<file path="config.mk">
export PLATFORM = sky130hd
export DESIGN_NAME = pdhb_ram
export DESIGN_NICKNAME = d
export VERILOG_FILES = /design/src/rtl/pdhb_ram.sv
export SDC_FILE = /design/constraint.sdc
export NUM_CORES = 1
export LEC_CHECK = 0
export BUFFER_PORTS_ARGS = -buffer_cell sky130_fd_sc_hd__buf_2
export CORE_MARGIN = 2
export CORE_UTILIZATION = 60
export DETAILED_ROUTE_END_ITERATION = 16
export HOLD_SLACK_MARGIN = 0.03
export PLACE_DENSITY = 0.78
export SLEW_MARGIN = 20
export SYNTH_ARGS = -nofsm -noshare
export SYNTH_HDL_FRONTEND = slang
export SYNTH_SLANG_ARGS = --single-unit
</file>
<file path="constraint.sdc">
create_clock -name clk -period 1.95 [get_ports clk]
set_input_delay 0.195 -clock clk [delete_from_list [all_inputs] [get_ports clk]]
set_output_delay 0.195 -clock clk [all_outputs]
set_load 0.1 [all_outputs]
</file>
<file path="src/rtl/pdhb_ram.sv">
// ----------------------------------------------------------------------------
// pdhb_ram: generic single-port-write, single-port-read RAM
// One write and one read per cycle, read data registered.
// ----------------------------------------------------------------------------
module pdhb_ram #(
	parameter int WIDTH = 8,
	parameter int DEPTH = 16,
	parameter int AW    = (DEPTH > 1) ? $clog2(DEPTH) : 1
) (
	input  logic             clk,
	input  logic             we,
	input  logic [AW-1:0]    waddr,
	input  logic [WIDTH-1:0] wdata,
	input  logic             re,
	input  logic [AW-1:0]    raddr,
	output logic [WIDTH-1:0] rdata
);

	logic [WIDTH-1:0] mem [DEPTH];

	always_ff @(posedge clk) begin
		if (we)
			mem[waddr] <= wdata;
		if (re)
			rdata <= mem[raddr];
	end

endmodule

</file>
==> results of run 1 <==
[Yosys cell counts]
master / count / area share, %
clkdlybuf4s25_2: 3 / 0.57
or3b_2: 1 / 0.17
mux4_2: 18 / 7.8
nand3b_1: 2 / 0.29
buf_6: 3 / 0.65
buf_4: 1 / 0.14
nand2b_1: 2 / 0.24
nand2_1: 9 / 0.65
nor3_1: 4 / 0.38
nor2b_1: 1 / 0.12
and2_1: 1 / 0.12
nor2_1: 13 / 0.93
edfxtp_1: 136 / 78
a22oi_1: 16 / 2.3
and2b_1: 1 / 0.14
mux4_1: 14 / 7.0
nand3_1: 1 / 0.096
buf_2: 3 / 0.29
[stage by stage]
stage | total power, mW | utilization, % | std cells
after global routing | 6.91 | 71.9 | 407
after CTS | 6.76 | 71.9 | 407
after floorplan | 3.64 | - | 229
final | 6.72 | 71.9 | 407
after detailed placement | 3.78 | 65.3 | 375
after global placement | 3.77 | 65.3 | 375
[area by class of cell]
type,instances,area (µm²),area share (%)
tap,108,135,2.19
timing repair buffer,48,333,5.39
clock buffer,18,418,6.77
sequential,136,4080,66.1
clock inverter,14,149,2.41
multi-input combinational,83,1060,17.1
[sequential cells by signal, indices dropped and copies added (netlist names)]
signal  flops
mem       128
rdata       8
[layer usage]
layer  GRT usage (%)  part of all wire, %  vias up
met5               0                    0        -
met4            8.76                  2.0        0
met3            6.12                  8.3       17
met2            37.8                   52      129
met1            33.5                   38     1286
li1                -                    -     1100
[critical path, stage by stage, from the launching register on]
cell      delay (ns)
edfxtp_1        0.36
mux4_1          0.54
a22oi_1         0.34
nand2_1         0.09
[power groups by stage]
stage	clock, mW	combinational (mW)	sequential [mW]
after detailed placement	0	0.409	3.37
after global placement	0	0.402	3.37
after CTS	3.03	0.415	3.31
after global routing	3.16	0.437	3.32
after floorplan	0	0.166	3.47
final	2.99	0.411	3.31
[cell usage in the layout (no fill, tap or decap), types with 3 or more instances in the layout]
master / n
buf_4: 19
nand2_1: 9
clkbuf_16: 16
nor3_1: 4
buf_12: 3
clkinvlp_4: 3
mux4_2: 18
clkinv_4: 3
nor2_1: 13
edfxtp_1: 136
buf_2: 26
inv_6: 3
a22oi_1: 16
mux4_1: 14
[cell families (layout without fill, tap and decap cells)]
| family | after synthesis | count (layout) | share of synthesized area (%) |
|---|---|---|---|
| flops | 136 | 136 | 78.1 |
| mux | 32 | 32 | 14.8 |
| buf+inv | 10 | 80 | 1.65 |
| compound gates | 16 | 16 | 2.30 |
| simple gates | 35 | 35 | 3.14 |
[how the worst max path moves through the flow]
stage                           from        end  slack, ns  depth (start not counted)
final                      mem[1][1]   rdata[1]       0.36                          3
after global routing       mem[2][1]   rdata[1]       0.32                          3
after CTS                 mem[11][6]   rdata[6]       0.33                          3
after detailed placement    raddr[0]   rdata[1]       0.16                          5
after global placement      raddr[0]   rdata[1]       0.19                          5
after floorplan             waddr[2]  mem[0][0]       0.26                          2
==> flow_summary.ini, run 1 <==
[place]
hpwl_um = 6330
routabilityCongestion = 0.721
io_buffers = 26
place_area_um2 = 5610
place_ws_ns = 0.155

[yosys]
synth_cell_types = 18
yosys_warnings = 0
synth_seq_cells = 136
avgSynthCellArea_um2 = 22.8
syn-cell-area_um2 = 5230
postSynthNetCount = 248
ys_seq_area_share_pct = 78.1
synthCells = 229

[worst_setup_path]
arrival_ns = 1.84
start_kind = register
crit_fanout = 1
rr_worst_depth = 3
ff2ff_setup_slack_ns = 0.36
r2r_end = rdata[1]
worstSetupEndpointType = register
critical_path_class = reg2reg
rr_startpoint = mem[1][1]
required_ns = 2.20

[floorplan]
core_um2 = 8590
start_util_pct = 60.8
rows = 34
io_pins = 27
die-area_um2 = 9480
die_h_um = 97.3
die_w_um = 97.3

[detailed_routing]
drc = 0
first_pass_iters = 4
routed_via_density = 6.22
drt_iter0_drc = 335
vias = 2532
avgRoutedWirePerCell_um = 25.1
drt_wl_total_um = 10200
antenna_left = 0

[power_and_ir_drop]
leakage_nw = 2.11
internal_power_mw = 5.25
clockPowerShare_pct = 44.6
power.switching_mw = 1.47
comb_power_share_pct = 6.1
p_sw_share_pct = 21.8
power_density_nw_per_um2 = 1090
seq_power_share_pct = 49.3
ir_worst_vdd_mv = 0.822

[sta]
fmax_mhz = 630
period_share_pct = 81.4
rsz0062_at_grt = no
fin_crit_ns = 1.59
setup_viol = 0
fin_worst_skew_ns = 0.00973
relSlewSlack_pct = 54.5
timing.hold.ws_ns = 0.0445
slew_violations = 0
tightest_slew_ns = 0.680
fin_setup_tns_ns = 0
setup_ws_ns = 0.363
hold_viol_final = 0

[hold_path]
hold_path_end = rdata[5]
hp-start = re
hold_class = in2reg
holdPathStages = 1

[cells_and_area]
antenna_cells = 0
final_area_um2 = 6180
drive_above_1_share_pct = 32.4
layout.nets = 305
syn_to_final_growth_pct = 18.1
fillers = 485

[global_route]
grt_pass1_vias = 2669
antenna_found_initial = 0
grt-ovfl-total = 0
grt_usage_pct = 24.0
grt_pass1_wl_um = 16200
grt_max_degree = 33

[run_status]
outcome = finished clean

[cts]
htreeDepth = 4
insertion_delay_ns = 0.51
cts_tree = built
clockRootBuffer = clkbuf_8
clk_pin_slew_ns = 0.06
cts_made_buffers = 17
post_cts_resized = 0
postCtsSetupBuffers = 0
clock_path_buffers = 2
ctsHoldBuffers = 0
cts_num_sinks = 136

[flow_run]
max_cap_violations = 0
No activity file was read; power rests on OpenSTA's default activity.
==> inputs of run 2 (changes only) <==
- clock period: 1.95 -> 1.64 ns (I/O delays scaled with it)
==> run 2 against run 1 <==
Net effect: sequential power grew 19%; sequential share of layout area down 0.79 points; register-to-register slack got worse by 0.28 ns; maximum frequency is 2.1% higher; highest routed layer unchanged; flip-flop and latch count stayed put; critical path type unchanged; largest cell class unchanged.
==> flow_summary.ini, run 2 (same netlist as run 1, synthesis figures left out) <==
[sta]
tightest_slew_ns = 0.492
fin_worst_skew_ns = 0.00528
timing.hold.ws_ns = 0.0360
rsz0062_at_grt = no
slew_violations = 0
fin_setup_tns_ns = 0
relSlewSlack_pct = 67.4
fmax_mhz = 644
setup_viol = 0
setup_ws_ns = 0.0865
fin_crit_ns = 1.55
period_share_pct = 94.7
hold_viol_final = 0

[cells_and_area]
layout_common_cells = edfxtp_1 (136), buf_2 (26), buf_4 (21)
syn_to_final_growth_pct = 19.6
top_register = mem
layout.nets = 313
top_regs = mem (128), rdata (8)
final_common_cell = edfxtp_1
largest_reg_flops = 128
antenna_cells = 0
drive_above_1_share_pct = 32.6

[global_route]
grt-ovfl-total = 0
antenna_found_initial = 0
grt_pass1_wl_um = 15800
grt_pass1_vias = 2751
grt_usage_pct = 23.8
grt_max_degree = 18

[worst_setup_path]
worstSetupEndpointType = register
arrival_ns = 1.82
endpoint = rdata[1]
critical_path_class = reg2reg
crit_fanout = 1
rr_worst_depth = 3
startpoint = mem[1][1]
start_kind = register
rr_startpoint = mem[1][1]
required_ns = 1.90
r2r_end = rdata[1]
ff2ff_setup_slack_ns = 0.09

[detailed_routing]
dr.max_layer_used = met4
drt_wl_total_um = 10300
first_pass_iters = 4
drc = 0
met2_wirelength_um = 5210
dr_wl_met3_um = 809
drt-met1-wl_um = 4120
vias = 2574
routed_via_density = 6.20
antenna_left = 0
drt_iter0_drc = 239
avgRoutedWirePerCell_um = 24.9

[cts]
clock_path_buffers = 2
clk_pin_slew_ns = 0.06
insertion_delay_ns = 0.52
postCtsSetupBuffers = 0
htreeDepth = 4
clockRootBuffer = clkbuf_8
cts_num_sinks = 136
cts_tree = built
cts_made_buffers = 17

[power_and_ir_drop]
p_sw_share_pct = 21.8
ir_worst_vdd_mv = 0.845
power_density_nw_per_um2 = 1270
internal_power_mw = 6.23
power_mw = 7.97
power.switching_mw = 1.74
comb_power_share_pct = 6.4
seq_power_share_pct = 49.5
clockPowerShare_pct = 44.2
leakage_nw = 2.15

[place]
routabilityCongestion = 0.728
hpwl_um = 6070
io_buffers = 26
place_ws_ns = -0.0753

[floorplan]
io_pins = 27
die_h_um = 97.3
start_util_pct = 60.8
die_w_um = 97.3
core_um2 = 8590
rows = 34
die-area_um2 = 9480

[run_status]
outcome = finished clean

[flow_run]
max_cap_violations = 0

[hold_path]
hold_class = in2reg
[run 2: cell type report]
cell class,count,area [µm²]
flip-flops and latches,136,4080
fillers,497,2340
multi-input cells,83,1060
clock buffers,18,418
repair buffers,56,418
well taps,108,135
clock inverters,14,134
[run 2: timing repair]
action	4_1_cts	5_1_grt
hold buffers	4	1
endpoints found under the setup margin	0	0
endpoints found under the hold margin	56	4
gates resized for setup	0	0
[run 2: power groups by stage]
stage	registers [mW]	logic, mW	clock network, mW
global placement	4.01	0.482	0
CTS	3.94	0.509	3.55
floorplan	4.13	0.198	0
finish	3.94	0.506	3.52
detailed placement	4.01	0.494	0
global route	3.95	0.535	3.71
[run 2: metrics by stage]
step	utilization, %	cell area (µm²)	instances
finish	72.7	6250	415
global route	72.7	6250	415
CTS	72.6	6240	414
detailed placement	65.7	5650	378
global placement	65.7	5650	378
floorplan	-	5230	229
[run 2: how the worst min path moves through the flow]
stage	startpoint	slack, ns	cells past startpoint	endpoint
final	wdata[6]	0.04	1	mem[12][6]
after global routing	wdata[6]	0.03	1	mem[9][6]
after CTS	wdata[6]	0.03	1	mem[12][6]
after detailed placement	re	0.56	1	rdata[7]
after global placement	wdata[2]	0.55	1	mem[15][2]
after floorplan	wdata[0]	0.26	0	mem[0][0]
[run 2: worst max-delay path, stage by stage (launching register included)]
cell      delay (ns)
edfxtp_1        0.39
mux4_1          0.52
a22oi_1         0.30
nand2_1         0.09
[run 2: layer usage]
layer / vias up / global-route usage [%]
met4: 0 / 9.94
met3: 15 / 6.76
li1: 1112 / -
met1: 1321 / 32.3
met5: - / 0
met2: 126 / 37.3
