## src/rtl/pdhb_pkg.sv

```systemverilog
// ----------------------------------------------------------------------------
// pdhb_pkg: shared types and constants for the periodic 2-D histogram binner
// Payload structs, configuration view, register codes, fixed-point constants.
// ----------------------------------------------------------------------------
package pdhb_pkg;

	localparam int MAX_BINS_H = 64;
	localparam int MAX_BINS_V = 64;
	localparam int COUNT_BITS = 24;

	localparam int DEPTH  = MAX_BINS_H * MAX_BINS_V;
	localparam int ADDR_W = (DEPTH > 1) ? $clog2(DEPTH) : 1;

	localparam int Q_W       = 24;  // Q8.16 positions, distances, inverse widths
	localparam int BINS_W    = 7;
	localparam int REP_W     = 5;
	localparam int OUT_W     = 24;
	localparam int ADDED_W   = 10;
	localparam int COL_W     = 6;
	localparam int CFG_IDX_W = 4;
	localparam int CFG_DAT_W = 24;

	localparam logic [REP_W-1:0]   MAX_REPEATS = 5'd16;
	localparam logic [ADDED_W-1:0] MAX_ADDED   = 10'd512;
	localparam logic [OUT_W-1:0]   OUT_MAX     = 24'hFFFFFF;

	// shift multipliers, Q.16
	localparam int                MULT_W      = 21;
	localparam logic [MULT_W-1:0] HALF_Q16    = 21'd32768;
	localparam logic [MULT_W-1:0] SHIFT_V_Q16 = 21'd158218;  // 1 + sqrt(2)

	// bin index reduction, one digit per cycle
	localparam int QUO_W     = 24;
	localparam int DIGIT_W   = 4;
	localparam int MOD_STEPS = QUO_W / DIGIT_W;
	localparam int STEP_W    = $clog2(MOD_STEPS);

	localparam logic CMD_BIN  = 1'b0;
	localparam logic CMD_READ = 1'b1;

	typedef logic [COUNT_BITS-1:0] count_t;

	typedef enum logic [CFG_IDX_W-1:0] {
		REG_BINS_H    = 4'd0,
		REG_BINS_V    = 4'd1,
		REG_INV_H     = 4'd2,
		REG_INV_V     = 4'd3,
		REG_WRAP_H    = 4'd4,
		REG_WRAP_V    = 4'd5,
		REG_REPEATS_H = 4'd6,
		REG_REPEATS_V = 4'd7
	} reg_idx_t;

	typedef struct packed {
		logic             command;
		logic [Q_W-1:0]   coord_h;
		logic [Q_W-1:0]   coord_v;
		logic [COL_W-1:0] read_col;
		logic [COL_W-1:0] read_row;
	} cmd_t;

	typedef struct packed {
		logic [OUT_W-1:0]   bin_count;
		logic [ADDED_W-1:0] added;
		logic               saturated;
	} res_t;

	// effective (clamped) configuration
	typedef struct packed {
		logic [BINS_W-1:0] nh;
		logic [BINS_W-1:0] nv;
		logic [Q_W-1:0]    inv_h;
		logic [Q_W-1:0]    inv_v;
		logic [Q_W-1:0]    dist_h;
		logic [Q_W-1:0]    dist_v;
		logic [REP_W-1:0]  rh;
		logic [REP_W-1:0]  rv;
	} cfg_t;

	function automatic logic [OUT_W-1:0] count_to_out(input count_t c);
		logic [31:0] c32;
		c32 = 32'(c);
		if (c32 > 32'(OUT_MAX))
			return OUT_MAX;
		return OUT_W'(c32);
	endfunction

endpackage

```

## src/rtl/pdhb_idx.sv

```systemverilog
// ----------------------------------------------------------------------------
// pdhb_idx: bin index unit for one axis
// Shifts a position, scales by the inverse bin width with round-half-up,
// then reduces modulo the bin count four quotient bits per cycle.
// ----------------------------------------------------------------------------
module pdhb_idx import pdhb_pkg::*; (
	input  logic              clk,
	input  logic              arst_n,
	input  logic              start,
	input  logic [Q_W-1:0]    coord,
	input  logic [Q_W-1:0]    wrap_dist,
	input  logic [MULT_W-1:0] mult,
	input  logic [Q_W-1:0]    inv,
	input  logic [BINS_W-1:0] nb,
	output logic              done,
	output logic [BINS_W-1:0] rem
);

	typedef enum logic [5:0] {
		P_IDLE = 6'b000001,
		P_ADD  = 6'b000010,
		P_MUL2 = 6'b000100,
		P_RND  = 6'b001000,
		P_MOD  = 6'b010000,
		P_DONE = 6'b100000
	} phase_t;

	localparam int PROD1_W = MULT_W + Q_W;         // shift product, Q.32
	localparam int SUM1_W  = PROD1_W + 1;
	localparam int P16_W   = SUM1_W - 16;
	localparam int PROD2_W = P16_W + Q_W;          // scaled position, Q.32
	localparam int SUM2_W  = PROD2_W + 1;
	localparam logic [SUM1_W-1:0] RND_Q16 = SUM1_W'(32768);
	localparam logic [SUM2_W-1:0] RND_Q32 = SUM2_W'(64'h8000_0000);

	phase_t               phase_q;
	logic [PROD1_W-1:0]   prod1_q;
	logic [P16_W-1:0]     p16_q;
	logic [PROD2_W-1:0]   prod2_q;
	logic [QUO_W-1:0]     quo_q;
	logic [BINS_W-1:0]    rem_q;
	logic [STEP_W-1:0]    step_q;
	logic [SUM1_W-1:0]    sum1;
	logic [SUM2_W-1:0]    sum2;
	logic [BINS_W-1:0]    rem_nxt;

	function automatic logic [BINS_W-1:0] mod_bit(input logic [BINS_W-1:0] r,
			input logic b, input logic [BINS_W-1:0] n);
		logic [BINS_W:0] t;
		t = {r, b};
		if (t >= {1'b0, n})
			t = t - {1'b0, n};
		return t[BINS_W-1:0];
	endfunction

	assign sum1 = SUM1_W'({coord, 16'h0000}) + SUM1_W'(prod1_q) + RND_Q16;
	assign sum2 = SUM2_W'(prod2_q) + RND_Q32;

	always_comb begin
		rem_nxt = rem_q;
		for (int i = 0; i < DIGIT_W; i++)
			rem_nxt = mod_bit(rem_nxt, quo_q[QUO_W-1-i], nb);
	end

	always_ff @(posedge clk or negedge arst_n) begin
		if (!arst_n) begin
			phase_q <= P_IDLE;
			step_q  <= '0;
		end else begin
			unique case (phase_q) inside
				P_IDLE, P_DONE: begin
					if (start)
						phase_q <= P_ADD;
				end
				P_ADD:  phase_q <= P_MUL2;
				P_MUL2: phase_q <= P_RND;
				P_RND: begin
					phase_q <= P_MOD;
					step_q  <= '0;
				end
				P_MOD: begin
					step_q <= step_q + 1'b1;
					if (step_q == STEP_W'(MOD_STEPS - 1))
						phase_q <= P_DONE;
				end
				default: phase_q <= P_IDLE;
			endcase
		end
	end

	always_ff @(posedge clk) begin
		if (start)
			prod1_q <= PROD1_W'(mult) * PROD1_W'(wrap_dist);
		if (phase_q == P_ADD)
			p16_q <= sum1[SUM1_W-1:16];
		if (phase_q == P_MUL2)
			prod2_q <= PROD2_W'(p16_q) * PROD2_W'(inv);
		if (phase_q == P_RND) begin
			quo_q <= QUO_W'(sum2[SUM2_W-1:32]);
			rem_q <= '0;
		end
		if (phase_q == P_MOD) begin
			rem_q <= rem_nxt;
			quo_q <= quo_q << DIGIT_W;
		end
	end

	assign done = (phase_q == P_DONE);
	assign rem  = rem_q;

endmodule

```

## config.mk

```make
export PLATFORM = sky130hd
export DESIGN_NAME = pdhb_idx
export DESIGN_NICKNAME = d
export VERILOG_FILES = /design/src/rtl/pdhb_pkg.sv /design/src/rtl/pdhb_idx.sv
export SDC_FILE = /design/constraint.sdc
export NUM_CORES = 2
export LEC_CHECK = 0
export ABC_AREA = 1
export BUFFER_PORTS_ARGS = -buffer_cell sky130_fd_sc_hd__clkbuf_2
export CAP_MARGIN = 10
export CORE_ASPECT_RATIO = 1.4
export CORE_MARGIN = 5
export CORE_UTILIZATION = 60
export CTS_BUF_LIST = sky130_fd_sc_hd__clkbuf_16
export DETAILED_ROUTE_END_ITERATION = 10
export GPL_ROUTABILITY_DRIVEN = 0
export GPL_TIMING_DRIVEN = 0
export PLACE_DENSITY = 0.84
export SYNTH_ARGS = -nofsm -noshare
export SYNTH_HDL_FRONTEND = slang
export SYNTH_SLANG_ARGS = --single-unit
```

## constraint.sdc

```tcl
create_clock -name clk -period 6.2 [get_ports clk]
set_input_delay 0.93 -clock clk [delete_from_list [all_inputs] [get_ports clk]]
set_output_delay 0.93 -clock clk [all_outputs]
set_load 0.005 [all_outputs]
```

==> results of run 1 <==
==> metal layers <==
| layer | GRT overflow | track usage |
|---|---|---|
| met3 | 15 | 0.526 |
| met2 | 357 | 0.791 |
| met4 | 254 | 0.652 |
| met5 | 2 | 0.270 |
| met1 | 10 | 0.599 |
==> cells by family after synthesis <==
group | after synthesis | share of synthesized area
flops | 123 | 0.0757
fa+ha+maj | 1415 | 0.534
compound gates | 400 | 0.0498
buf+inv | 1939 | 0.153
xor+xnor | 97 | 0.0178
simple gates | 2025 | 0.170
==> Yosys cell counts, drive strengths merged <==
cell	number	area, µm²
inv	1711	6420
nand2	1618	6150
fa	1032	20700
ha	383	4790
clkbuf	221	830
nor2	219	851
a21oi	171	905
edfxtp	110	3300
nand3	107	613
o21ai	101	513
xor2	65	569
xnor2	32	280
a21o	28	210
nand4	26	169
nor3	25	135
a31oi	24	150
o21a	18	135
nor4	17	106
o21bai	14	105
dfrtp	8	200
a21boi	7	52.6
buf	7	38.8
o211ai	7	52.6
o31ai	6	45.0
and3	5	31.3
a32o	4	40.0
dfxtp	4	80.1
o22ai	4	25.0
or2	4	27.5
a22o	3	26.3
o2111ai	3	26.3
a221oi	2	17.5
nand3b	2	15.0
o221a	2	22.5
o41ai	2	17.5
a211oi	1	7.51
a41oi	1	8.76
dfstp	1	26.3
nor3b	1	7.51
o311ai	1	8.76
o32ai	1	8.76
or4	1	7.51
==> metrics by stage <==
stage                     setup slack, ns  hold WS (ns)  instances   util
after CTS                          -0.230         0.338       7420  0.718
after detailed placement            -1.29         0.464       7147  0.648
after global placement              -1.30         0.458       7141  0.647
after floorplan                    -0.120         0.443       5999      -
==> repair_timing <==
| item | CTS |
|---|---|
| setup endpoints to repair | 59 |
| pin swaps | 199 |
| gates resized for setup | 714 |
| gates cloned | 14 |
| buffers inserted | 229 |
| endpoints found under the hold margin | 0 |
| hold buffers | 0 |
==> metrics.yaml, run 1 <==
syn_area_um2: 47700
avgSynthCellArea_um2: 7.95
die_h_um: 344
outcome: "stopped before the end"
stop_stage: "global routing"
grt_usage: 0.638
cts_inserted_buffers: 17
synth_seq_cells: 123
synth_cells: 5999
error: "[ERROR GRT-0232] Routing congestion too high. Check the congestion heatmap in the GUI."
die_x_um: 248
hpwl_um: 130000
ctsRootBufferMaster: "clkbuf_16"
synth.distinct_cells: 62
io_buffers: 88
htreeDepth: 4
grt_overflow: 638
io_pins: 111
synthesis.nets: 7517
synth-seq-area-share: 0.0757
clock_path_buffers: 2
num_rows: 122
yosysWarningCount: 0
initial_core_util: 0.604
cts_sinks: 123
grt_start_max_net_pins: 33
placed_area_um2: 51200
==> run 2, diff against run 1 <==
Settings changed: CORE_ASPECT_RATIO 1.4 to not set, CORE_UTILIZATION 60 to 40, CTS_BUF_LIST sky130_fd_sc_hd__clkbuf_16 to not set, PLACE_DENSITY 0.84 to not set, PLACE_DENSITY_LB_ADDON set to 0.15.
Clock period 6.2 ns to 8.05 ns, I/O delays scaled along.
==> metrics.yaml, run 2 <==
synth_top_area_frac: 0.433
syn_area_um2: 47700
skew_ns: 0.0182
critPathRequiredTime_ns: 8.25
wl_um: 161000
finalHoldViolCount: 0
r2r_start: "p16_q[22]"
startpoint: "inv[13]"
fin_crit_ns: 7.97
synth_cells: 5999
setup_violations: 0
ctsRootBufferMaster: "clkbuf_16"
n_antenna_cell: 0
r2r-end: "prod2_q[46]"
final_layout_size_suffix_gt1_frac: 0.0333
grtUsageMet3: 0.0548
post_cts_buffers: 0
antenna_found_initial: 2
yosys_most_used_dff: "edfxtp_1"
core_um2: 118000
cts_sinks: 123
synth-seq-area-share: 0.0757
grt_busiest_layer: "met2"
dieArea_um2: 126000
placed_area_um2: 50100
n_fill_cell: 12310
final_util: 0.429
synth_common_cells: "1707 x inv_1, 1603 x nand2_1, 1032 x fa_1, 383 x ha_1, 221 x clkbuf_1"
yosysWarningCount: 0
hpwl_um: 138000
drtIter0Drc: 2879
cts_inserted_buffers: 17
crit_path_end_kind: "register"
final_nets: 7628
drcViolationCount: 0
stdcell_count: 7659
synth_seq_cells: 123
grt_pass1_wl_um: 247000
die_h_um: 355
die_x_um: 355
final_common_cell: "inv_1"
design_area_um2: 50700
synthesis.nets: 7517
rsz0062_at_grt: "true"
initial_core_util: 0.403
use_met2: 0.430
grt_start_max_net_pins: 33
most-common-layout-cells: "1707 x inv_1, 1603 x nand2_1, 1032 x fa_1"
slew_viol_final: 0
synth_most_common_cell: "inv_1"
clkLatencyLatePin_ns: 0.47
relSlewSlack: 0.208
crit_chain: "clkdlybuf4s15_1, nand2_1, fa_1, inv_1, fa_1, inv_1, fa_1, inv_1, fa_1, fa_1, fa_1, inv_1, fa_1, inv_1, ha_1, nand2_1, nand2_1, a31oi_1, o21ai_0, nor2_1, o211ai_1, a21oi_1, xnor2_1"
clk_pin_slew_ns: 0.06
slowest_stage: "clkdlybuf4s15_1"
critPathCapture: "prod2_q[46]"
min_path_cells: 2
fmax_mhz: 125
worstMarginPinSlew_ns: 1.19
num_rows: 126
first_pass_iters: 8
outcome: "finished clean"
htreeDepth: 4
synth.area.top_cells: "fa_1 43%, inv_1 13%, nand2_1 13%"
grt_usage: 0.260
synth_top_area_cell: "fa_1"
hold_ws_ns: 0.479
top_regs: "p16_q: 30 flops, prod1_q: 30 flops, quo_q: 24 flops"
crit_top_cell: "fa_1"
r2r_slack_ns: 0.18
wire_per_inst_um: 21.1
area_growth_pct: 6.39
via_per_inst: 5.06
grt_overflow: 0
dp_cells: 7630
io_buffers: 88
synth_edf_count: 110
ff2ff_path_depth: 23
antenna_left: 0
synthArstFlopShare: 0.0732
slowest_delay_ns: 0.85
finalCritPeriodShare: 0.991
grt_pass1_vias: 40883
use_met1: 0.341
criticalPathCategory: "primary input to register"
avgSynthCellArea_um2: 7.95
critPathArrivalTime_ns: 8.17
clock_path_buffers: 2
drv_cap: 0
num_vias: 38764
io_pins: 111
cts_tree: "yes"
cp-start-kind: "primary input"
synth.distinct_cells: 62
hp-class: "register to register"
critPathMaxFanout: 10
## run 2: cell counts after synthesis
No cell type changed its count.
## run 2: how the worst min path moves through the flow
stage	end	from	slack (ns)
final	quo_q[1]	quo_q[1]	0.48
after global routing	quo_q[2]	quo_q[2]	0.49
after CTS	quo_q[2]	quo_q[2]	0.48
after detailed placement	quo_q[0]	quo_q[0]	0.46
after global placement	quo_q[2]	quo_q[2]	0.47
after floorplan	quo_q[0]	quo_q[0]	0.44
## run 2: layout make-up
| type | count | area, µm² | area share |
|---|---|---|---|
| buffer | 225 | 916 | 0.0180 |
| clock buffer | 22 | 487 | 0.00959 |
| tap | 1536 | 1920 | 0.0379 |
| sequential | 123 | 3610 | 0.0711 |
| inverter | 1711 | 6420 | 0.127 |
| multi-input combinational | 3937 | 36800 | 0.725 |
| clock inverter | 10 | 63.8 | 0.00126 |
| timing repair buffer | 95 | 517 | 0.0102 |
## run 2: critical path: cells and delay by family
family,cells,cell delay (ns)
adders and majority gates,8,4.02
buffers and inverters,6,1.16
AOI/OAI and AO/OA,4,1.09
and+or+nand+nor,4,0.54
xor gates and xnor gates,1,0.10
## run 2: cells by family after synthesis
group | share of synthesized area
fa+ha+maj | 0.534
buf+inv | 0.153
xor+xnor | 0.0178
simple gates | 0.170
flops | 0.0757
compound gates | 0.0498
## run 2: metrics by stage
step	TNS, ns	setup slack [ns]
floorplan	0	1.03
global placement	-8.59	-0.501
detailed placement	-9.04	-0.532
CTS	0	0.00186
global route	-0.0250	-0.0250
finish	0	0.0758
## run 2: repair_timing
item,CTS,global route
hold buffers,0,0
gates resized for setup,1,68
setup endpoints to repair,2,27
cloned,0,0
hold endpoints to repair,0,0
## run 2: layer usage
| metal | vias up | wire length, µm | part of all wire |
|---|---|---|---|
| li1 | 17580 | - | - |
| met1 | 19544 | 66300 | 0.41 |
| met2 | 1400 | 75100 | 0.47 |
| met3 | 240 | 13300 | 0.083 |
| met4 | 0 | 6610 | 0.041 |
| met5 | - | 0 | 0 |
Power of run 2 is left out: the tool's default activity adds up to more than one toggle a clock period on the data nets, which glitch-free logic cannot reach.
