===== config.mk =====
export PLATFORM = sky130hd
export DESIGN_NAME = pdhb_cfg
export DESIGN_NICKNAME = d
export VERILOG_FILES = /design/src/rtl/pdhb_pkg.sv /design/src/rtl/pdhb_cfg.sv
export SDC_FILE = /design/constraint.sdc
export NUM_CORES = 1
export LEC_CHECK = 0
export ABC_AREA = 1
export CAP_MARGIN = 25
export CELL_PAD_IN_SITES_DETAIL_PLACEMENT = 1
export CELL_PAD_IN_SITES_GLOBAL_PLACEMENT = 2
export CORE_ASPECT_RATIO = 0.75
export CORE_MARGIN = 8
export CORE_UTILIZATION = 30
export DETAILED_ROUTE_END_ITERATION = 8
export DONT_BUFFER_PORTS = 1
export GPL_TIMING_DRIVEN = 0
export PLACE_DENSITY = 0.76
export SETUP_SLACK_MARGIN = 0.1
export SLEW_MARGIN = 20
export SYNTH_ARGS = -nofsm -noshare
export SYNTH_HDL_FRONTEND = slang
export SYNTH_SLANG_ARGS = --single-unit

===== constraint.sdc =====
create_clock -name clk -period 1.3 [get_ports clk]
set_clock_uncertainty 0.15 [all_clocks]
set_input_delay 0.26 -clock clk [delete_from_list [all_inputs] [get_ports clk]]
set_output_delay 0.26 -clock clk [all_outputs]
set_load 0.1 [all_outputs]

===== src/rtl/pdhb_pkg.sv =====
// ----------------------------------------------------------------------------
// pdhb_pkg: shared types and constants for the periodic 2-D histogram binner
// Payload structs, configuration view, register codes, fixed-point constants.
// ----------------------------------------------------------------------------
package pdhb_pkg;

	localparam int MAX_BINS_H = 64;
	localparam int MAX_BINS_V = 64;
	localparam int COUNT_BITS = 24;

	localparam int DEPTH  = MAX_BINS_H * MAX_BINS_V;
	localparam int ADDR_W = (DEPTH > 1) ? $clog2(DEPTH) : 1;

	localparam int Q_W       = 24;  // Q8.16 positions, distances, inverse widths
	localparam int BINS_W    = 7;
	localparam int REP_W     = 5;
	localparam int OUT_W     = 24;
	localparam int ADDED_W   = 10;
	localparam int COL_W     = 6;
	localparam int CFG_IDX_W = 4;
	localparam int CFG_DAT_W = 24;

	localparam logic [REP_W-1:0]   MAX_REPEATS = 5'd16;
	localparam logic [ADDED_W-1:0] MAX_ADDED   = 10'd512;
	localparam logic [OUT_W-1:0]   OUT_MAX     = 24'hFFFFFF;

	// shift multipliers, Q.16
	localparam int                MULT_W      = 21;
	localparam logic [MULT_W-1:0] HALF_Q16    = 21'd32768;
	localparam logic [MULT_W-1:0] SHIFT_V_Q16 = 21'd158218;  // 1 + sqrt(2)

	// bin index reduction, one digit per cycle
	localparam int QUO_W     = 24;
	localparam int DIGIT_W   = 4;
	localparam int MOD_STEPS = QUO_W / DIGIT_W;
	localparam int STEP_W    = $clog2(MOD_STEPS);

	localparam logic CMD_BIN  = 1'b0;
	localparam logic CMD_READ = 1'b1;

	typedef logic [COUNT_BITS-1:0] count_t;

	typedef enum logic [CFG_IDX_W-1:0] {
		REG_BINS_H    = 4'd0,
		REG_BINS_V    = 4'd1,
		REG_INV_H     = 4'd2,
		REG_INV_V     = 4'd3,
		REG_WRAP_H    = 4'd4,
		REG_WRAP_V    = 4'd5,
		REG_REPEATS_H = 4'd6,
		REG_REPEATS_V = 4'd7
	} reg_idx_t;

	typedef struct packed {
		logic             command;
		logic [Q_W-1:0]   coord_h;
		logic [Q_W-1:0]   coord_v;
		logic [COL_W-1:0] read_col;
		logic [COL_W-1:0] read_row;
	} cmd_t;

	typedef struct packed {
		logic [OUT_W-1:0]   bin_count;
		logic [ADDED_W-1:0] added;
		logic               saturated;
	} res_t;

	// effective (clamped) configuration
	typedef struct packed {
		logic [BINS_W-1:0] nh;
		logic [BINS_W-1:0] nv;
		logic [Q_W-1:0]    inv_h;
		logic [Q_W-1:0]    inv_v;
		logic [Q_W-1:0]    dist_h;
		logic [Q_W-1:0]    dist_v;
		logic [REP_W-1:0]  rh;
		logic [REP_W-1:0]  rv;
	} cfg_t;

	function automatic logic [OUT_W-1:0] count_to_out(input count_t c);
		logic [31:0] c32;
		c32 = 32'(c);
		if (c32 > 32'(OUT_MAX))
			return OUT_MAX;
		return OUT_W'(c32);
	endfunction

endpackage


===== src/rtl/pdhb_cfg.sv =====
// ----------------------------------------------------------------------------
// pdhb_cfg: configuration register file
// Holds the eight setup registers and presents them, bin counts and repeats clamped.
// ----------------------------------------------------------------------------
module pdhb_cfg import pdhb_pkg::*; (
	input  logic                 clk,
	input  logic                 arst_n,
	input  logic                 we,
	input  logic [CFG_IDX_W-1:0] index,
	input  logic [CFG_DAT_W-1:0] data,
	output cfg_t                 cfg
);

	logic [BINS_W-1:0] bins_h_q, bins_v_q;
	logic [Q_W-1:0]    inv_h_q, inv_v_q, wrap_h_q, wrap_v_q;
	logic [REP_W-1:0]  rep_h_q, rep_v_q;

	function automatic logic [BINS_W-1:0] clamp_bins(input logic [BINS_W-1:0] n,
			input int maxn);
		if (n == '0)
			return BINS_W'(1);
		if (32'(n) > 32'(maxn))
			return BINS_W'(maxn);
		return n;
	endfunction

	always_ff @(posedge clk or negedge arst_n) begin
		if (!arst_n) begin
			bins_h_q <= 7'd64;
			bins_v_q <= 7'd64;
			inv_h_q  <= 24'd65536;
			inv_v_q  <= 24'd65536;
			wrap_h_q <= '0;
			wrap_v_q <= '0;
			rep_h_q  <= 5'd1;
			rep_v_q  <= 5'd1;
		end else if (we) begin
			unique case (index)
				REG_BINS_H:    bins_h_q <= data[BINS_W-1:0];
				REG_BINS_V:    bins_v_q <= data[BINS_W-1:0];
				REG_INV_H:     inv_h_q  <= data[Q_W-1:0];
				REG_INV_V:     inv_v_q  <= data[Q_W-1:0];
				REG_WRAP_H:    wrap_h_q <= data[Q_W-1:0];
				REG_WRAP_V:    wrap_v_q <= data[Q_W-1:0];
				REG_REPEATS_H: rep_h_q  <= data[REP_W-1:0];
				REG_REPEATS_V: rep_v_q  <= data[REP_W-1:0];
				default: ;  // unknown index: ignored
			endcase
		end
	end

	always_comb begin
		cfg.nh     = clamp_bins(bins_h_q, MAX_BINS_H);
		cfg.nv     = clamp_bins(bins_v_q, MAX_BINS_V);
		cfg.inv_h  = inv_h_q;
		cfg.inv_v  = inv_v_q;
		cfg.dist_h = wrap_h_q;
		cfg.dist_v = wrap_v_q;
		cfg.rh     = (rep_h_q > MAX_REPEATS) ? MAX_REPEATS : rep_h_q;
		cfg.rv     = (rep_v_q > MAX_REPEATS) ? MAX_REPEATS : rep_v_q;
	end

endmodule


==> reports/qor.yml, run 1 <==
status:
  outcome: "complete, but fails checks"
  violations: "hold timing, setup timing"
timing:
  post-route-period-util_pct: 168
  fin_crit_ns: 2.19
  fin_ws_ns: -0.889
  hold_viol: 121
  whs_ns: -0.615
  final.setup.tns_ns: -31.05
  rsz0062_at_grt: "true"
  fmax_ghz: 0.457
  maxSlewHeadroom_pct: 52.1
  worst_slew_pin_slew_ns: 0.717
  setup_violations: 120
  finalMaxSlewViolations: 0
global_routing:
  grt_pass1_vias: 4673
  grt_max_degree: 121
  grt_pass1_wl_mm: 28.0
  grt_use_total_pct: 18.0
  grt_overflow: 0
  antenna_found_initial: 0
drt:
  via_per_inst: 4.85
  route.met3.wl_mm: 1.85
  wl_met2_mm: 8.59
  wirelength_met1_mm: 7.37
  drc_errors: 0
  top_layer: "met4"
  postRouteAntennaNets: 0
  initialDrtViolationCount: 251
  drtPass1Iterations: 6
  routed_wl_mm: 18.1
  vias: 4078
  detail_route.wl_per_cell_um: 21.5
final_layout:
  stdcell_count: 841
  ff_latch_area_um2: 3370
  nets: 649
  final_util_pct: 43.9
  area_growth_pct: 43.9
  multi_input_area_um2: 1790
  drive_gt1_share_pct: 38.8
  antenna_cells: 0
  fill_cells: 1744
pwr:
  total_power_mw: 18.3
  p_per_area_nw_per_um2: 2610
  p_leak_nw: 3.04
  ir_drop_mv: 1.18
critical_path:
  rrSetupSlack_ns: 0.10
  start_kind: "register"
  end_kind: "primary output"
  slowest_delay_ns: 0.50
  critPathArrivalTime_ns: 1.78
  critPathMaxFanout: 3
  timing.rr.start: "bins_h_q[6]"
  required_ns: 0.89
  reg2reg_depth: 5
  r2r_end: "bins_h_q[6]"
  cpMaxStageDelayCell: "nor2_4"
  crit_type: "reg -> out"
  worstPathCellList: "nor2_2, nand3_2, nand2_4, inv_4, nor2_4"
logic_synthesis:
  netlist.area_leader.share_pct: 58.7
  synth_nets: 570
  synthFlopType: "dfrtp_1"
  synthTopCellsByArea: "dfrtp_1 59%, nand2_1 14%, o21ai_0 9.7%"
  yosysSeqAreaShare_pct: 61.9
  synth_edf_count: 0
  synth_cell_types: 20
  synth_top_area_cell: "dfrtp_1"
  synth-async-reset-ratio_pct: 100
  syn_area_um2: 4860
  synth_warnings: 0
  syn_inst: 539
  ys_ff_latch: 120
  avgSynthCellArea_um2: 9.02
die:
  dieArea_um2: 20600
  num_rows: 40
  start_util_pct: 30.5
  die_y_um: 126
  core_area_um2: 15900
  fp.dieW_um: 163
  io_pins: 151
placed_design:
  numPortBuffers: 0
  place_congestion: 0.765
  dp.cells: 749
  dp_hpwl_mm: 12.3
worst_hold_path:
  hold_class: "in -> async"
cts:
  cts_tree: "done"
  clk_path_buf_depth: 2
  root_buffer: "clkbuf_16"
  clkLatencyLatePin_ns: 0.41
  cts_hold_buf: 25
  h-tree-depth: 4
  cts.sinks: 120
  cts_buffers: 17
  clk_pin_slew_ns: 0.06
run:
  drv_cap: 0
[metrics by stage]
stage | setup slack (ns) | instance area (um2)
2_1_floorplan | -0.594 | 5280
3_3_place_gp | -0.638 | 5540
3_5_place_dp | -0.673 | 5540
4_1_cts | -0.858 | 6890
5_1_grt | -0.961 | 6990
6_report | -0.889 | 6990
[cells in the mapped netlist, types with 3 or more instances]
cell type and n:
a21oi_1 9, buf_6 5, clkbuf_1 18, dfstp_2 6, nand2_1 176, dfrtp_1 114
nand3_1 6, o21ai_1 26, nor2_1 19, o21ai_0 94, nor2_2 3, inv_1 50
buf_2 3
[per-layer routing]
metal,vias up,GRT usage (%)
li1,1865,-
met1,2061,20.9
met2,132,28.8
met3,20,8.40
met4,0,6.03
met5,-,0
[cell type report]
type / count / area share [%]
Multi-Input combinational cell: 340 / 25.6
Buffer: 29 / 3.78
Sequential cell: 120 / 48.2
Timing Repair Buffer: 60 / 8.00
Clock inverter: 12 / 1.49
Inverter: 50 / 2.76
Tap cell: 210 / 3.76
Clock buffer: 20 / 6.39
[kinds of logic after synthesis]
family	share of synthesized area (%)
and+or+nand+nor	17.7
buffers and inverters	7.11
DFF	61.9
AOI/OAI and AO/OA	13.3
[how the worst max path moves through the flow]
stage | from | endpoint | slack, ns | cells past startpoint
2_1_floorplan | rep_v_q[2] | cfg[0] | -0.59 | 3
5_1_grt | bins_v_q[1] | cfg[107] | -0.96 | 5
3_5_place_dp | rep_v_q[1] | cfg[0] | -0.67 | 3
3_3_place_gp | rep_v_q[2] | cfg[0] | -0.64 | 3
4_1_cts | bins_h_q[4] | cfg[114] | -0.86 | 5
6_report | bins_v_q[1] | cfg[109] | -0.89 | 5
[timing repair]
| action | in CTS | in global routing |
|---|---|---|
| pin swaps | 18 | 18 |
| endpoints found under the hold margin | 233 | 121 |
| buffers inserted | 32 | 6 |
| endpoints found under the setup margin | 124 | 158 |
| gates resized for setup | 113 | 29 |
[flip-flops by register name (all words and copies together) (netlist names)]
register,cells
bins_h_q,7
wrap_v_q,24
bins_v_q,7
rep_v_q,5
wrap_h_q,24
inv_v_q,24
rep_h_q,5
inv_h_q,24
[where the power goes]
part	total (mW)	leakage, nW	internal, mW	switching, mW
clock	4.44	0.266	2.67	1.78
combinational	3.59	1.40	1.07	2.52
sequential	10.2	1.38	4.93	5.31
total	18.3	3.04	8.67	9.60
[cell usage in the layout, fill, tap and decap left out, types with 8 or more instances in the layout]
cell           instances
clkbuf_16             21
inv_2                 13
dfrtp_4               94
dfrtp_1               18
nor2_4                13
o21ai_1               27
a21oi_4                9
buf_6                 19
inv_1                 35
o21ai_0               91
nor2_2                 8
dlygate4sd3_1         23
nand2_1              168
clkbuf_1              14
buf_4                 26
[critical path: cells and delay by family, from the launching register on]
kind | cells | cell delay, ns
and+or+nand+nor | 4 | 0.90
buffers and inverters | 1 | 0.06
DFF | 1 | 0.41
No activity file was read; power rests on OpenSTA's default activity.
==> run 2, diff against run 1 <==
--- a/config.mk
+++ b/config.mk
@@ -6,6 +6,7 @@
 export NUM_CORES = 1
 export LEC_CHECK = 0
 export ABC_AREA = 1
+export BUFFER_PORTS_ARGS = -buffer_cell sky130_fd_sc_hd__buf_2
 export CAP_MARGIN = 25
 export CELL_PAD_IN_SITES_DETAIL_PLACEMENT = 1
 export CELL_PAD_IN_SITES_GLOBAL_PLACEMENT = 2
@@ -13,9 +14,8 @@
 export CORE_MARGIN = 8
 export CORE_UTILIZATION = 30
 export DETAILED_ROUTE_END_ITERATION = 8
-export DONT_BUFFER_PORTS = 1
 export GPL_TIMING_DRIVEN = 0
-export PLACE_DENSITY = 0.76
+export PLACE_DENSITY = 0.9
 export SETUP_SLACK_MARGIN = 0.1
 export SLEW_MARGIN = 20
 export SYNTH_ARGS = -nofsm -noshare
==> run 2 against run 1 <==
Compared with the run above: the run still ends with hold timing, setup timing left; count of clock-buffer cells in the layout unchanged; final area rose by 34%; sequential share of layout area down 15 points; fmax rose by 9.1%; largest cell class is now buffers; via count grew 19%; critical path depth grew 1; combinational power rose to 3.3 times the previous value; global-route usage grew 4.3 points.
==> reports/qor.yml, run 2 (synthesis gave the netlist of run 1 again) <==
cts:
  cts.sinks: 120  # unchanged
  root_buffer: "clkbuf_16"
  clk_path_buf_depth: 2  # unchanged
  cts_buffers: 17  # unchanged
  cts_tree: "done"
  clk_pin_slew_ns: 0.06  # about the same
  clkLatencyLatePin_ns: 0.41  # about the same
  h-tree-depth: 4  # unchanged
  cts_hold_buf: 24  # -4.0%
critical_path:
  crit_type: "reg -> out"
  critPathMaxFanout: 3  # unchanged
  rrSetupSlack_ns: 0.15  # +0.05 ns
  crit_cells: 6  # +1
  slowest_delay_ns: 0.43  # -0.07 ns
  cp_top_family: "simple AND/OR/NAND/NOR gates"
  reg2reg_depth: 3  # -2
  crit_top_cell: "nor2_4"
  critPathArrivalTime_ns: 1.60  # -0.18 ns
  start_kind: "register"
  end_kind: "primary output"
  crit_buf_inv: 2  # +1
  cpMaxStageDelayCell: "dfrtp_1"
  required_ns: 0.89  # about the same
  worstPathCellList: "nor2_4, nand3_2, nand2_4, inv_6, nor2_4, buf_12"
global_routing:
  grt_overflow: 0  # unchanged
  antenna_found_initial: 1  # +1
  grt_use_total_pct: 22.3  # +4.3 points
  grt_max_degree: 72  # -40%
  grt_pass1_vias: 5793  # +24%
  grt_pass1_wl_mm: 34.8  # +24%
die:
  io_pins: 151  # unchanged
  start_util_pct: 30.5  # unchanged
  dieArea_um2: 20600  # unchanged
  die_y_um: 126  # unchanged
  num_rows: 40  # unchanged
  fp.dieW_um: 163  # unchanged
  core_area_um2: 15900  # unchanged
pwr:
  p_leak_nw: 4.28  # +41%
  ir_drop_mv: 1.20  # +1.3%
  total_power_mw: 22.5  # +23%
  p_per_area_nw_per_um2: 2410  # -7.9%
worst_hold_path:
  hold_class: "in -> async"
timing:
  final.setup.tns_ns: -26.55  # +4.50 ns
  fmax_ghz: 0.498  # +9.1%
  whs_ns: -0.297  # +0.318 ns
  finalMaxSlewViolations: 0  # unchanged
  setup_violations: 120  # unchanged
  fin_ws_ns: -0.706  # +0.183 ns
  hold_viol: 68  # -44%
  worst_slew_pin_slew_ns: 0.693  # -0.0239 ns
  post-route-period-util_pct: 154  # -14 points
  rsz0062_at_grt: "true"
  maxSlewHeadroom_pct: 53.8  # +1.7 points
  fin_crit_ns: 2.01  # -0.183 ns
placed_design:
  dp_hpwl_mm: 13.0  # +5.9%
  placed_cell_area_um2: 6330  # +14%
  numPortBuffers: 150  # +150
  dp.cells: 900  # +20%
  place_congestion: 0.772  # +0.95%
  dpl_worst_slack_ns: -0.639  # +0.0338 ns
drt:
  vias: 4851  # +19%
  routed_wl_mm: 22.6  # +25%
  drc_errors: 0  # unchanged
  via_per_inst: 4.85  # about the same
  detail_route.wl_per_cell_um: 22.6  # +5.0%
  drtPass1Iterations: 5  # -1
  initialDrtViolationCount: 148  # -41%
  postRouteAntennaNets: 0  # unchanged
final_layout:
  nets: 807  # +24%
  drive_gt1_share_pct: 52.2  # +13 points
  stdcell_count: 1000  # +19%
  final_cell_mix: "172 x nand2_1, 114 x buf_12, 97 x dfrtp_2"
  ff_latch_area_um2: 3140  # -6.9%
  fill_cells: 1634  # -6.3%
  final_design_area_no_fill_um2: 9360  # +34%
  area_growth_pct: 92.7
  layout_commonest_cell: "nand2_1"
  multi_input_area_um2: 1770  # -0.91%
  final_util_pct: 58.8  # +15 points
run:
  drv_cap: 0  # unchanged
status:
  outcome: "complete, but fails checks"
  violations: "hold timing, setup timing"
run 2: cell count changes in the layout (fill, tap and decap cells not counted), moves of 5 or more:
cell / previous run / this run
clkbuf_2: 2 / 11
buf_2: 0 / 33
dfrtp_4: 94 / 0
o21ai_0: 91 / 86
buf_4: 26 / 41
dfrtp_2: 2 / 97
buf_12: 0 / 114
clkbuf_1: 14 / 3
o21ai_1: 27 / 34
run 2: metal layers:
metal  share of wire [%]  GRT usage [%]  wire length, um
met5                   0              0                0
met3                 4.5           5.53             1010
met1                  38           24.2             8680
met4                 3.0           10.2              685
met2                  54           40.3            12200
run 2: power breakdown:
part           total [mW]  switching (mW)  internal (mW)
sequential           5.65           0.979           4.67
clock                5.00            1.79           3.20
combinational        11.9            7.81           4.08
total                22.5            10.6           12.0
run 2: path summary, 6_finish.rpt:
check                         endpoint        start
setup / recovery              cfg[111]  bins_v_q[3]
hold / removal             inv_v_q[10]       arst_n
setup reg to reg           bins_h_q[6]  bins_h_q[6]
hold reg to reg             inv_v_q[6]   inv_v_q[6]
max in group asynchronous   rep_h_q[0]       arst_n
min in group clk            rep_h_q[4]     index[1]
run 2: area by class of cell:
type / instances / area share [%]
inverters: 50 / 2.06
diodes: 1 / 0.0267
multi-input cells: 340 / 18.9
well taps: 210 / 2.81
clock inverters: 12 / 1.90
flip-flops and latches: 120 / 33.5
repair buffers: 219 / 33.6
plain buffers: 28 / 2.43
clock buffers: 20 / 4.66
run 2: repair_timing:
item                                    4_1_cts  5_1_grt
endpoints found under the hold margin       148       68
gates resized for setup                     444       97
endpoints found under the setup margin      132      198
pin swaps                                    12        8
buffers inserted                             36        9
